**config.mk**
```make
export PLATFORM = sky130hd
export DESIGN_NAME = utf8_decoder_sanitizer_top
export DESIGN_NICKNAME = d
export VERILOG_FILES = /design/src/hw/rtl/u8ds_pkg.sv /design/src/hw/rtl/u8ds_front.sv /design/src/hw/rtl/u8ds_queue.sv /design/src/hw/rtl/u8ds_back.sv /design/src/hw/rtl/utf8_decoder_sanitizer_top.sv
export SDC_FILE = /design/constraint.sdc
export NUM_CORES = 1
export LEC_CHECK = 0
export CORE_MARGIN = 8
export CORE_UTILIZATION = 60
export DETAILED_ROUTE_END_ITERATION = 12
export DONT_BUFFER_PORTS = 1
export HOLD_SLACK_MARGIN = 0.1
export PLACE_DENSITY = 0.8
export SLEW_MARGIN = 20
export SYNTH_ARGS = -nofsm -noshare
export SYNTH_HDL_FRONTEND = slang
export SYNTH_SLANG_ARGS = --single-unit
```
**constraint.sdc**
```tcl
create_clock -name clk -period 19.4 [get_ports clk]
set_clock_uncertainty 0.2 [all_clocks]
set_input_delay 0.97 -clock clk [delete_from_list [all_inputs] [get_ports clk]]
set_output_delay 0.97 -clock clk [all_outputs]
set_load 0.02 [all_outputs]
```
**src/hw/rtl/u8ds_pkg.sv**
```systemverilog
// ----------------------------------------------------------------------------
// u8ds_pkg
// Types, constants and helpers shared by the UTF-8 decoder/sanitizer blocks.
// ----------------------------------------------------------------------------
package u8ds_pkg;

    localparam int CP_W      = 21;
    localparam int MAX_CP_W  = 16;
    localparam int CFG_IDX_W = 1;

    // configuration register indexes
    localparam logic [CFG_IDX_W-1:0] REG_SANITIZE = 1'b0;
    localparam logic [CFG_IDX_W-1:0] REG_MAX_CP   = 1'b1;

    localparam logic [MAX_CP_W-1:0] MAX_CP_RESET = 16'd4096;

    localparam logic [CP_W-1:0] CP_REPLACEMENT = 21'h00fffd;
    localparam logic [CP_W-1:0] CP_MAX         = 21'h10ffff;
    localparam logic [CP_W-1:0] CP_SURR_LO     = 21'h00d800;
    localparam logic [CP_W-1:0] CP_SURR_HI     = 21'h00dfff;
    localparam logic [CP_W-1:0] CP_SPACE       = 21'h000020;
    localparam logic [CP_W-1:0] CP_DEL         = 21'h00007f;
    localparam logic [CP_W-1:0] CP_C1_LO       = 21'h000080;
    localparam logic [CP_W-1:0] CP_C1_HI       = 21'h00009f;
    localparam logic [CP_W-1:0] CP_TAB         = 21'h000009;
    localparam logic [CP_W-1:0] CP_LF          = 21'h00000a;
    localparam logic [CP_W-1:0] CP_CR          = 21'h00000d;
    localparam logic [CP_W-1:0] MIN_LEN2       = 21'h000080;
    localparam logic [CP_W-1:0] MIN_LEN3       = 21'h000800;
    localparam logic [CP_W-1:0] MIN_LEN4       = 21'h010000;

    localparam logic [7:0] CONT_MASK  = 8'hc0;
    localparam logic [7:0] CONT_PAT   = 8'h80;
    localparam logic [7:0] LEAD2_MASK = 8'he0;
    localparam logic [7:0] LEAD2_PAT  = 8'hc0;
    localparam logic [7:0] LEAD3_MASK = 8'hf0;
    localparam logic [7:0] LEAD3_PAT  = 8'he0;
    localparam logic [7:0] LEAD4_MASK = 8'hf8;
    localparam logic [7:0] LEAD4_PAT  = 8'hf0;

    localparam logic [2:0] SEQ_NONE = 3'd0;
    localparam logic [2:0] SEQ_LEN2 = 3'd2;
    localparam logic [2:0] SEQ_LEN3 = 3'd3;
    localparam logic [2:0] SEQ_LEN4 = 3'd4;

    typedef struct packed {
        logic [7:0] text_byte;
        logic       final_byte;
    } in_t;

    typedef struct packed {
        logic [CP_W-1:0] code_point;
        logic            last_in_run;
    } out_t;

    typedef struct packed {
        logic                sanitize;
        logic [MAX_CP_W-1:0] max_cp;
    } cfg_t;

    // Per-byte command: nrep replacement chars, then an optional code point,
    // then end-of-text handling when fin is set.
    typedef struct packed {
        logic [2:0]      nrep;
        logic            has_cp;
        logic [CP_W-1:0] cp;
        logic            fin;
    } cmd_t;

    // Emission plan: optional space, nrep U+FFFD, optional code point,
    // then spaces for anything after (the end-of-text flush).
    typedef struct packed {
        logic            pre;
        logic [2:0]      nrep;
        logic            x_kept;
        logic [CP_W-1:0] x_val;
    } plan_t;

    function automatic logic is_text_cp(logic [CP_W-1:0] cp);
        logic ok;
        ok = 1'b1;
        if (cp > CP_MAX)
            ok = 1'b0;
        if (cp >= CP_SURR_LO && cp <= CP_SURR_HI)
            ok = 1'b0;
        if (cp == CP_DEL || cp < CP_SPACE)
            ok = 1'b0;
        if (cp >= CP_C1_LO && cp <= CP_C1_HI)
            ok = 1'b0;
        return ok;
    endfunction

    function automatic logic [CP_W-1:0] plan_entry(plan_t p, logic [2:0] pos);
        logic [2:0]      pre3;
        logic [2:0]      rep_end;
        logic [CP_W-1:0] val;
        pre3    = {2'b00, p.pre};
        rep_end = pre3 + p.nrep;
        if (pos < pre3)
            val = CP_SPACE;
        else if (pos < rep_end)
            val = CP_REPLACEMENT;
        else if (p.x_kept && pos == rep_end)
            val = p.x_val;
        else
            val = CP_SPACE;
        return val;
    endfunction

endpackage

```
**src/hw/rtl/u8ds_front.sv**
```systemverilog
// ----------------------------------------------------------------------------
// u8ds_front
// Byte decoder: tracks the open UTF-8 sequence and turns each byte into a
// command for the emission stage.
// ----------------------------------------------------------------------------
module u8ds_front
(
    input  logic            clk,
    input  logic            rst_n,
    input  logic            accept,
    input  u8ds_pkg::in_t   in_data,
    output u8ds_pkg::cmd_t  cmd
);

    logic [2:0]                 seq_reg;
    logic [2:0]                 seq_next;
    logic [1:0]                 bt_reg;
    logic [1:0]                 bt_next;
    logic [u8ds_pkg::CP_W-1:0]  pv_reg;
    logic [u8ds_pkg::CP_W-1:0]  pv_next;

    logic [7:0]                 b;
    logic                       is_cont;
    logic [u8ds_pkg::CP_W-1:0]  pv_shift;
    logic [1:0]                 bt_inc;
    logic                       seq_done;
    logic [u8ds_pkg::CP_W-1:0]  min_val;
    logic                       bad_val;

    // decode of the byte taken as a lead
    logic                       st_has_cp;
    logic [u8ds_pkg::CP_W-1:0]  st_cp;
    logic [2:0]                 st_seq;
    logic [u8ds_pkg::CP_W-1:0]  st_pv;

    u8ds_pkg::cmd_t             c;

    assign b = in_data.text_byte;

    always_comb
    begin
        st_has_cp = 1'b0;
        st_cp     = '0;
        st_seq    = u8ds_pkg::SEQ_NONE;
        st_pv     = '0;
        if (b[7] == 1'b0)
        begin
            st_has_cp = 1'b1;
            st_cp     = {13'd0, b};
        end
        else if ((b & u8ds_pkg::LEAD2_MASK) == u8ds_pkg::LEAD2_PAT)
        begin
            st_seq = u8ds_pkg::SEQ_LEN2;
            st_pv  = {16'd0, b[4:0]};
        end
        else if ((b & u8ds_pkg::LEAD3_MASK) == u8ds_pkg::LEAD3_PAT)
        begin
            st_seq = u8ds_pkg::SEQ_LEN3;
            st_pv  = {17'd0, b[3:0]};
        end
        else if ((b & u8ds_pkg::LEAD4_MASK) == u8ds_pkg::LEAD4_PAT)
        begin
            st_seq = u8ds_pkg::SEQ_LEN4;
            st_pv  = {18'd0, b[2:0]};
        end
        else
        begin
            // stray continuation or invalid lead
            st_has_cp = 1'b1;
            st_cp     = u8ds_pkg::CP_REPLACEMENT;
        end
    end

    always_comb
    begin
        is_cont  = (b & u8ds_pkg::CONT_MASK) == u8ds_pkg::CONT_PAT;
        pv_shift = {pv_reg[14:0], b[5:0]};
        bt_inc   = bt_reg + 2'd1;
        seq_done = ({1'b0, bt_inc} + 3'd1) >= seq_reg;
        case (seq_reg)
            u8ds_pkg::SEQ_LEN2: min_val = u8ds_pkg::MIN_LEN2;
            u8ds_pkg::SEQ_LEN3: min_val = u8ds_pkg::MIN_LEN3;
            default:            min_val = u8ds_pkg::MIN_LEN4;
        endcase
        bad_val = (pv_shift < min_val) || (pv_shift > u8ds_pkg::CP_MAX)
               || (pv_shift >= u8ds_pkg::CP_SURR_LO && pv_shift <= u8ds_pkg::CP_SURR_HI);

        seq_next = seq_reg;
        bt_next  = bt_reg;
        pv_next  = pv_reg;
        c        = '0;
        c.fin    = in_data.final_byte;

        if (seq_reg != u8ds_pkg::SEQ_NONE)
        begin
            if (!is_cont)
            begin
                // broken sequence: flush it, then redo this byte as a lead
                c.nrep   = {1'b0, bt_reg} + 3'd1;
                c.has_cp = st_has_cp;
                c.cp     = st_cp;
                seq_next = st_seq;
                bt_next  = 2'd0;
                pv_next  = st_pv;
            end
            else if (!seq_done)
            begin
                pv_next = pv_shift;
                bt_next = bt_inc;
            end
            else
            begin
                if (bad_val)
                    c.nrep = {1'b0, bt_inc} + 3'd1;
                else
                begin
                    c.has_cp = 1'b1;
                    c.cp     = pv_shift;
                end
                seq_next = u8ds_pkg::SEQ_NONE;
                bt_next  = 2'd0;
                pv_next  = '0;
            end
        end
        else
        begin
            c.has_cp = st_has_cp;
            c.cp     = st_cp;
            seq_next = st_seq;
            bt_next  = 2'd0;
            pv_next  = st_pv;
        end

        if (in_data.final_byte)
        begin
            // truncated sequence at end of text
            if (seq_next != u8ds_pkg::SEQ_NONE)
                c.nrep = c.nrep + {1'b0, bt_next} + 3'd1;
            seq_next = u8ds_pkg::SEQ_NONE;
            bt_next  = 2'd0;
            pv_next  = '0;
        end
    end

    assign cmd = c;

    always_ff @(posedge clk or negedge rst_n)
    begin
        if (!rst_n)
        begin
            seq_reg <= u8ds_pkg::SEQ_NONE;
            bt_reg  <= 2'd0;
            pv_reg  <= '0;
        end
        else if (accept)
        begin
            seq_reg <= seq_next;
            bt_reg  <= bt_next;
            pv_reg  <= pv_next;
        end
    end

endmodule

```
**src/hw/rtl/u8ds_queue.sv**
```systemverilog
// ----------------------------------------------------------------------------
// u8ds_queue
// Small command FIFO between the byte decoder and the emission stage.
// ----------------------------------------------------------------------------
module u8ds_queue
#(
    parameter int DEPTH = 2
)
(
    input  logic            clk,
    input  logic            rst_n,
    input  logic            push,
    input  u8ds_pkg::cmd_t  wr_data,
    output logic            full,
    input  logic            pop,
    output logic            rd_valid,
    output u8ds_pkg::cmd_t  rd_data
);

    localparam int AW = (DEPTH > 1) ? $clog2(DEPTH) : 1;
    localparam int CW = $clog2(DEPTH + 1);

    u8ds_pkg::cmd_t  mem [DEPTH];
    logic [AW-1:0]   wr_ptr_reg;
    logic [AW-1:0]   wr_ptr_next;
    logic [AW-1:0]   rd_ptr_reg;
    logic [AW-1:0]   rd_ptr_next;
    logic [CW-1:0]   count_reg;
    logic [CW-1:0]   count_next;
    logic            do_push;
    logic            do_pop;

    assign full     = count_reg == CW'(DEPTH);
    assign rd_valid = count_reg != '0;
    assign rd_data  = mem[rd_ptr_reg];
    assign do_push  = push && !full;
    assign do_pop   = pop && rd_valid;

    always_comb
    begin
        wr_ptr_next = wr_ptr_reg;
        rd_ptr_next = rd_ptr_reg;
        count_next  = count_reg;
        if (do_push)
            wr_ptr_next = (wr_ptr_reg == AW'(DEPTH - 1)) ? '0 : wr_ptr_reg + AW'(1);
        if (do_pop)
            rd_ptr_next = (rd_ptr_reg == AW'(DEPTH - 1)) ? '0 : rd_ptr_reg + AW'(1);
        if (do_push && !do_pop)
            count_next = count_reg + CW'(1);
        else if (do_pop && !do_push)
            count_next = count_reg - CW'(1);
    end

    always_ff @(posedge clk or negedge rst_n)
    begin
        if (!rst_n)
        begin
            wr_ptr_reg <= '0;
            rd_ptr_reg <= '0;
            count_reg  <= '0;
        end
        else
        begin
            wr_ptr_reg <= wr_ptr_next;
            rd_ptr_reg <= rd_ptr_next;
            count_reg  <= count_next;
        end
    end

    always_ff @(posedge clk)
    begin
        if (do_push)
            mem[wr_ptr_reg] <= wr_data;
    end

endmodule

```
**src/hw/rtl/u8ds_back.sv**
```systemverilog
// ----------------------------------------------------------------------------
// u8ds_back
// Emission stage: applies sanitizing and the code point limit to each
// command and drains the resulting code points one per cycle while out_stall is low.
// ----------------------------------------------------------------------------
module u8ds_back
(
    input  logic            clk,
    input  logic            rst_n,
    input  u8ds_pkg::cfg_t  cfg,
    input  logic            cmd_valid,
    input  u8ds_pkg::cmd_t  cmd,
    output logic            pop,
    output logic            out_valid,
    input  logic            out_stall,
    output u8ds_pkg::out_t  out_data
);

    u8ds_pkg::plan_t                plan_reg;
    u8ds_pkg::plan_t                plan_next;
    logic [2:0]                     len_reg;
    logic [2:0]                     len_next;
    logic [2:0]                     pos_reg;
    logic [2:0]                     pos_next;
    logic                           pend_reg;
    logic                           pend_next;
    logic                           prev_reg;
    logic                           prev_next;
    logic [u8ds_pkg::MAX_CP_W-1:0]  cnt_reg;
    logic [u8ds_pkg::MAX_CP_W-1:0]  cnt_next;

    logic                           fold;
    logic                           x_kept;
    logic                           any_text;
    logic                           pre;
    logic                           pend1;
    logic                           prev1;
    logic                           post;
    logic [2:0]                     len_full;
    logic [u8ds_pkg::MAX_CP_W-1:0]  avail;
    logic [2:0]                     n_emit;
    logic [u8ds_pkg::CP_W-1:0]      last_cp;
    logic                           out_fire;
    logic                           drain_done;
    logic                           load;

    assign out_valid            = pos_reg != len_reg;
    assign out_fire             = out_valid && !out_stall;
    assign out_data.code_point  = u8ds_pkg::plan_entry(plan_reg, pos_reg);
    assign out_data.last_in_run = pos_reg == (len_reg - 3'd1);

    assign drain_done = !out_valid || (out_fire && pos_reg == (len_reg - 3'd1));
    assign load       = cmd_valid && drain_done;
    assign pop        = load;

    // plan for the command at the queue head
    always_comb
    begin
        fold = cfg.sanitize && cmd.has_cp
            && (cmd.cp == u8ds_pkg::CP_CR || cmd.cp == u8ds_pkg::CP_LF
                || cmd.cp == u8ds_pkg::CP_TAB);
        x_kept   = cmd.has_cp && !fold && (!cfg.sanitize || u8ds_pkg::is_text_cp(cmd.cp));
        any_text = (cmd.nrep != 3'd0) || x_kept;
        pre      = pend_reg && !prev_reg && any_text;
        pend1    = fold ? 1'b1 : (any_text ? 1'b0 : pend_reg);
        if (x_kept)
            prev1 = cmd.cp == u8ds_pkg::CP_SPACE;
        else if (cmd.nrep != 3'd0)
            prev1 = 1'b0;
        else
            prev1 = prev_reg;
        post     = cmd.fin && pend1 && !prev1;
        len_full = {2'b00, pre} + cmd.nrep + {2'b00, x_kept} + {2'b00, post};

        avail  = (cnt_reg >= cfg.max_cp) ? '0 : (cfg.max_cp - cnt_reg);
        n_emit = ({13'd0, len_full} > avail) ? avail[2:0] : len_full;

        plan_next.pre    = pre;
        plan_next.nrep   = cmd.nrep;
        plan_next.x_kept = x_kept;
        plan_next.x_val  = cmd.cp;

        last_cp = u8ds_pkg::plan_entry(plan_next, n_emit - 3'd1);
    end

    always_comb
    begin
        len_next  = len_reg;
        pos_next  = pos_reg;
        pend_next = pend_reg;
        prev_next = prev_reg;
        cnt_next  = cnt_reg;
        if (load)
        begin
            len_next = n_emit;
            pos_next = 3'd0;
            if (cmd.fin)
            begin
                pend_next = 1'b0;
                prev_next = 1'b0;
                cnt_next  = '0;
            end
            else
            begin
                pend_next = pend1;
                // only code points actually sent count for the space rule
                prev_next = (n_emit == 3'd0) ? prev_reg : (last_cp == u8ds_pkg::CP_SPACE);
                cnt_next  = cnt_reg + {13'd0, n_emit};
            end
        end
        else if (out_fire)
            pos_next = pos_reg + 3'd1;
    end

    always_ff @(posedge clk or negedge rst_n)
    begin
        if (!rst_n)
        begin
            len_reg  <= 3'd0;
            pos_reg  <= 3'd0;
            pend_reg <= 1'b0;
            prev_reg <= 1'b0;
            cnt_reg  <= '0;
        end
        else
        begin
            len_reg  <= len_next;
            pos_reg  <= pos_next;
            pend_reg <= pend_next;
            prev_reg <= prev_next;
            cnt_reg  <= cnt_next;
        end
    end

    always_ff @(posedge clk)
    begin
        if (load)
            plan_reg <= plan_next;
    end

endmodule

```
**src/hw/rtl/utf8_decoder_sanitizer_top.sv**
```systemverilog
// Path: an accepted byte's command is written into the command queue, then
// loaded into the emitter's plan register, from which its code points are offered.
// Throughput: one byte per cycle while each byte yields at most one code point
// and out_stall is low; a byte with k code points (k up to 5) sends them in turn.
// The command queue between decoder and emitter is QUEUE_DEPTH entries deep.
// Reset: decoder, space tracking and count clear at once; sanitize off, limit 4096.
// ----------------------------------------------------------------------------
// utf8_decoder_sanitizer_top
// Streaming UTF-8 decoder with optional whitespace folding, control stripping
// and a per-text code point limit.
// ----------------------------------------------------------------------------
module utf8_decoder_sanitizer_top
#(
    parameter int QUEUE_DEPTH = 2
)
(
    input  logic                               clk,
    input  logic                               rst_n,
    input  logic                               in_valid,
    output logic                               in_stall,
    input  u8ds_pkg::in_t                      in_data,
    output logic                               out_valid,
    input  logic                               out_stall,
    output u8ds_pkg::out_t                     out_data,
    input  logic                               cfg_valid,
    output logic                               cfg_ready,
    input  logic [u8ds_pkg::CFG_IDX_W-1:0]     cfg_index,
    input  logic [u8ds_pkg::MAX_CP_W-1:0]      cfg_data
);

    logic                           sanitize_reg;
    logic                           sanitize_next;
    logic [u8ds_pkg::MAX_CP_W-1:0]  max_cp_reg;
    logic [u8ds_pkg::MAX_CP_W-1:0]  max_cp_next;
    u8ds_pkg::cfg_t                 cfg;

    logic                           q_full;
    logic                           in_accept;
    u8ds_pkg::cmd_t                 front_cmd;
    logic                           head_valid;
    u8ds_pkg::cmd_t                 head_cmd;
    logic                           head_pop;

    assign cfg_ready = 1'b1;

    always_comb
    begin
        sanitize_next = sanitize_reg;
        max_cp_next   = max_cp_reg;
        if (cfg_valid && cfg_ready)
        begin
            case (cfg_index)
                u8ds_pkg::REG_SANITIZE: sanitize_next = cfg_data[0];
                u8ds_pkg::REG_MAX_CP:   max_cp_next   = cfg_data;
                default: ;
            endcase
        end
    end

    always_ff @(posedge clk or negedge rst_n)
    begin
        if (!rst_n)
        begin
            sanitize_reg <= 1'b0;
            max_cp_reg   <= u8ds_pkg::MAX_CP_RESET;
        end
        else
        begin
            sanitize_reg <= sanitize_next;
            max_cp_reg   <= max_cp_next;
        end
    end

    assign cfg.sanitize = sanitize_reg;
    assign cfg.max_cp   = max_cp_reg;

    assign in_stall  = q_full;
    assign in_accept = in_valid && !in_stall;

    u8ds_front u_front
    (
        .clk     (clk),
        .rst_n   (rst_n),
        .accept  (in_accept),
        .in_data (in_data),
        .cmd     (front_cmd)
    );

    u8ds_queue
    #(
        .DEPTH (QUEUE_DEPTH)
    )
    u_queue
    (
        .clk      (clk),
        .rst_n    (rst_n),
        .push     (in_accept),
        .wr_data  (front_cmd),
        .full     (q_full),
        .pop      (head_pop),
        .rd_valid (head_valid),
        .rd_data  (head_cmd)
    );

    u8ds_back u_back
    (
        .clk       (clk),
        .rst_n     (rst_n),
        .cfg       (cfg),
        .cmd_valid (head_valid),
        .cmd       (head_cmd),
        .pop       (head_pop),
        .out_valid (out_valid),
        .out_stall (out_stall),
        .out_data  (out_data)
    );

    // never a surrogate or out-of-range scalar on the output
    assert property (@(posedge clk) disable iff (!rst_n)
        out_valid |-> (out_data.code_point <= u8ds_pkg::CP_MAX)
            && !(out_data.code_point >= u8ds_pkg::CP_SURR_LO
                 && out_data.code_point <= u8ds_pkg::CP_SURR_HI))
        else $error("illegal scalar value on output");

    // a transaction that is not the last of its byte is followed by more
    assert property (@(posedge clk) disable iff (!rst_n)
        out_valid && !out_stall && !out_data.last_in_run |=> out_valid)
        else $error("result run ended without last_in_run");

endmodule
```
==> impl_metrics.ini <==
[layout]
area_delta_synth_final_pct = 9.379
multi_input_area_mm2 = 0.003814
largest_register_ffs = 52
final_common_cell = edfxtp_1
final-seq-area_mm2 = 0.003970
n_antenna_cell = 0
final_cell_mix = edfxtp_1 (78), nand2_1 (70), dfrtp_1 (64)
nets = 837
nFillCells = 991
drive_gt1_share_pct = 11.18

[timing]
fmax_ghz = 0.1175
setup_viol = 0
rsz0062_at_grt = false
setup_tns_ns = 0
layout_min_cycle_time_ns = 8.508
slew_headroom_pct = 37.94
slew_violations = 0
max_slew.worst_pin.slew_ns = 0.9286
timing_hold_violations_final = 0
finalCritPeriodShare_pct = 43.86

[global_route]
grt_usage_pct = 21.29
grt_pass1_wl_mm = 29.84
grt_max_degree = 65
grt_pass1_vias = 5756
antenna_found_initial = 0
overflow = 0

[yosys]
syn_avg_cell_area_um2 = 10.73
ys_types = 68
async_flop_share_pct = 45.45
syn_area_mm2 = 0.008058
ys_seq_elements = 143
ys.flop_type = edfxtp_1
yosysWarnings = 0
synth-edff-count = 78
syn-num-nets = 832
syn_inst = 751
synth_seq_area_share_pct = 49.27

[route]
dr.pass1.iters = 5
drtIter0Drc = 645
via_per_inst = 6.326
routedWlPerCell_um = 19.64
vias = 5978
ant_nets = 0
routed_wirelength_mm = 18.56
drt_drc_violations_left = 0

[pwr]
p_seq_share_pct = 32.3
combinationalPowerShare_pct = 47.8
swShare_pct = 43.13
peakVddDrop_mv = 0.1544
power_frac_clock_pct = 19.9
power_leakage_nw = 3.647
powerDensity_mw_per_mm2 = 170.1
fin_total_pwr_mw = 1.500
switchingPower_uw = 646.8
p_int_uw = 852.8

[die]
rows = 42
coreArea_mm2 = 0.01319
die_x_um = 131.9
die_area_mm2 = 0.01739
io_pins = 56
initial_core_util_pct = 61.09
dieHeight_um = 131.9

[outcome]
outcome = completed

[critical_path]
crit_path_max_fanout = 20
crit_path_top_delay_cell = dfrtp_1
cp.required_ns = 19.48
critPathArrivalTime_ns = 8.59
worstSetupEndpointType = flip-flop
path_class = reg2reg
startpoint_type = flip-flop
max_stage_delay_ns = 0.77

[clock_network]
path_clk_slew_ns = 0.06
cts_made_buffers = 17
cts.sinks = 143
clock_path_buffers = 2
clk_latency_ns = 0.42
clockRootBuffer = clkbuf_16
cts_tree = built
cts_htree_levels = 4

[placed_design]
gp_congestion = 0.9448
portBuffers = 0
dp_hpwl_mm = 13.56

[run]
maxCapViolCount = 0

[worst_hold_path]
hold_class = in2async
[per-stage QoR]
stage | cells | setup WS [ns] | cell area [µm²] | hold slack [ns] | util [%]
final | 945 | 10.89 | 8813 | 0.1917 | 66.82
after global routing | 945 | 10.31 | 8813 | 0.1695 | 66.82
after CTS | 945 | 11.05 | 8813 | 0.1769 | 66.82
after detailed placement | 912 | 11.11 | 8244 | 0.2945 | 62.50
after global placement | 912 | 11.56 | 8244 | 0.2840 | 62.50
after floorplan | 751 | 12.64 | 8058 | 0.2642 | -
[power by group through the flow]
| stage | Sequential, mW | Combinational [mW] | Clock [mW] |
|---|---|---|---|
| after floorplan | 0.464 | 0.552 | 0 |
| after global placement | 0.482 | 0.665 | 0 |
| after detailed placement | 0.487 | 0.699 | 0 |
| after CTS | 0.483 | 0.710 | 0.301 |
| after global routing | 0.492 | 0.784 | 0.315 |
| final | 0.484 | 0.717 | 0.298 |
[layout make-up]
class / instances / share of cell area, %
sequential: 143 / 45.05
clock buffer: 20 / 5.068
multi-input combinational: 535 / 43.27
tap: 176 / 2.499
inverter: 52 / 2.215
timing repair buffer: 7 / 0.8234
clock inverter: 12 / 1.079
[critical path: cells and delay by family, from the launching register on]
family / cells / cell delay (ns)
XOR/XNOR: 1 / 0.20
flip-flops: 1 / 0.77
adder cells (fa/ha/maj): 4 / 1.20
AND/OR/NAND/NOR: 11 / 3.06
AO/OA/AOI/OAI: 9 / 1.89
multiplexers: 1 / 0.41
buffers and inverters: 4 / 0.62
[per-layer routing]
metal  vias up  global-route usage [%]  wire (µm)
li1       2764                       -          -
met5         -                       0          0
met1      2890                   29.15       8513
met2       283                   31.10       8012
met3        41                   6.974       1689
met4         0                   7.147        342
[cells in the mapped netlist (3+ instances only)]
cell type,instances,area [µm²]
xnor2_1,18,157.7
ha_1,46,575.6
or4b_1,3,30.03
mux2_2,38,427.9
nand3_1,18,90.09
and2_1,12,75.07
a22o_1,15,131.4
a2111oi_0,3,26.28
dfrtp_1,64,1602
nor2b_1,12,75.07
o41ai_1,4,35.03
nor3b_1,3,22.52
nor2_1,46,172.7
fa_1,4,80.08
clkbuf_1,16,60.06
o21ai_0,34,170.2
a21boi_0,3,22.52
or3_1,8,50.05
a21o_1,26,195.2
a31oi_1,6,37.54
buf_2,3,15.01
o22ai_1,6,37.54
nand2b_1,13,81.33
a21oi_1,35,175.2
inv_1,51,191.4
edfxtp_1,78,2342
xor2_1,11,96.34
nand4_1,7,43.79
o31ai_1,3,22.52
mux2i_1,10,100.1
nor3_1,20,100.1
and3_1,10,62.56
nor4_1,10,62.56
nand2_1,70,262.8
[kinds of logic after synthesis]
| logic type | share of synthesized area [%] |
|---|---|
| adders and majority gates | 8.137 |
| buffers and inverters | 3.540 |
| AOI/OAI and AO/OA | 14.16 |
| and+or+nand+nor | 14.95 |
| DFF | 49.27 |
| xor gates and xnor gates | 3.152 |
| other | 0.04654 |
| muxes | 6.739 |
[path summary, 6_finish.rpt]
check	endpoint	cells past startpoint	start	slack [ns]
worst max-delay path	u_back.cnt_reg[13]$_DFFE_PN0P_	30	u_queue.rd_ptr_reg$_DFFE_PN0P_	10.89
worst min-delay path	max_cp_reg[12]$_DFFE_PN1P_	0	rst_n	0.19
worst max register to register	u_back.cnt_reg[13]$_DFFE_PN0P_	30	u_queue.rd_ptr_reg$_DFFE_PN0P_	10.89
worst min register to register	u_queue.count_reg[1]$_DFFE_PN0P_	1	u_queue.count_reg[1]$_DFFE_PN0P_	0.31
max in group asynchronous	max_cp_reg[2]$_DFFE_PN0P_	1	rst_n	18.49
min in group clk	u_queue.count_reg[1]$_DFFE_PN0P_	1	u_queue.count_reg[1]$_DFFE_PN0P_	0.31
[timing repair]
action,in CTS,in global routing
buffers inserted,0,0
resized for setup,0,0
endpoints found under the hold margin,64,0
hold buffers,1,0
endpoints found under the setup margin,0,0
Power figures use the tool's default switching activity.
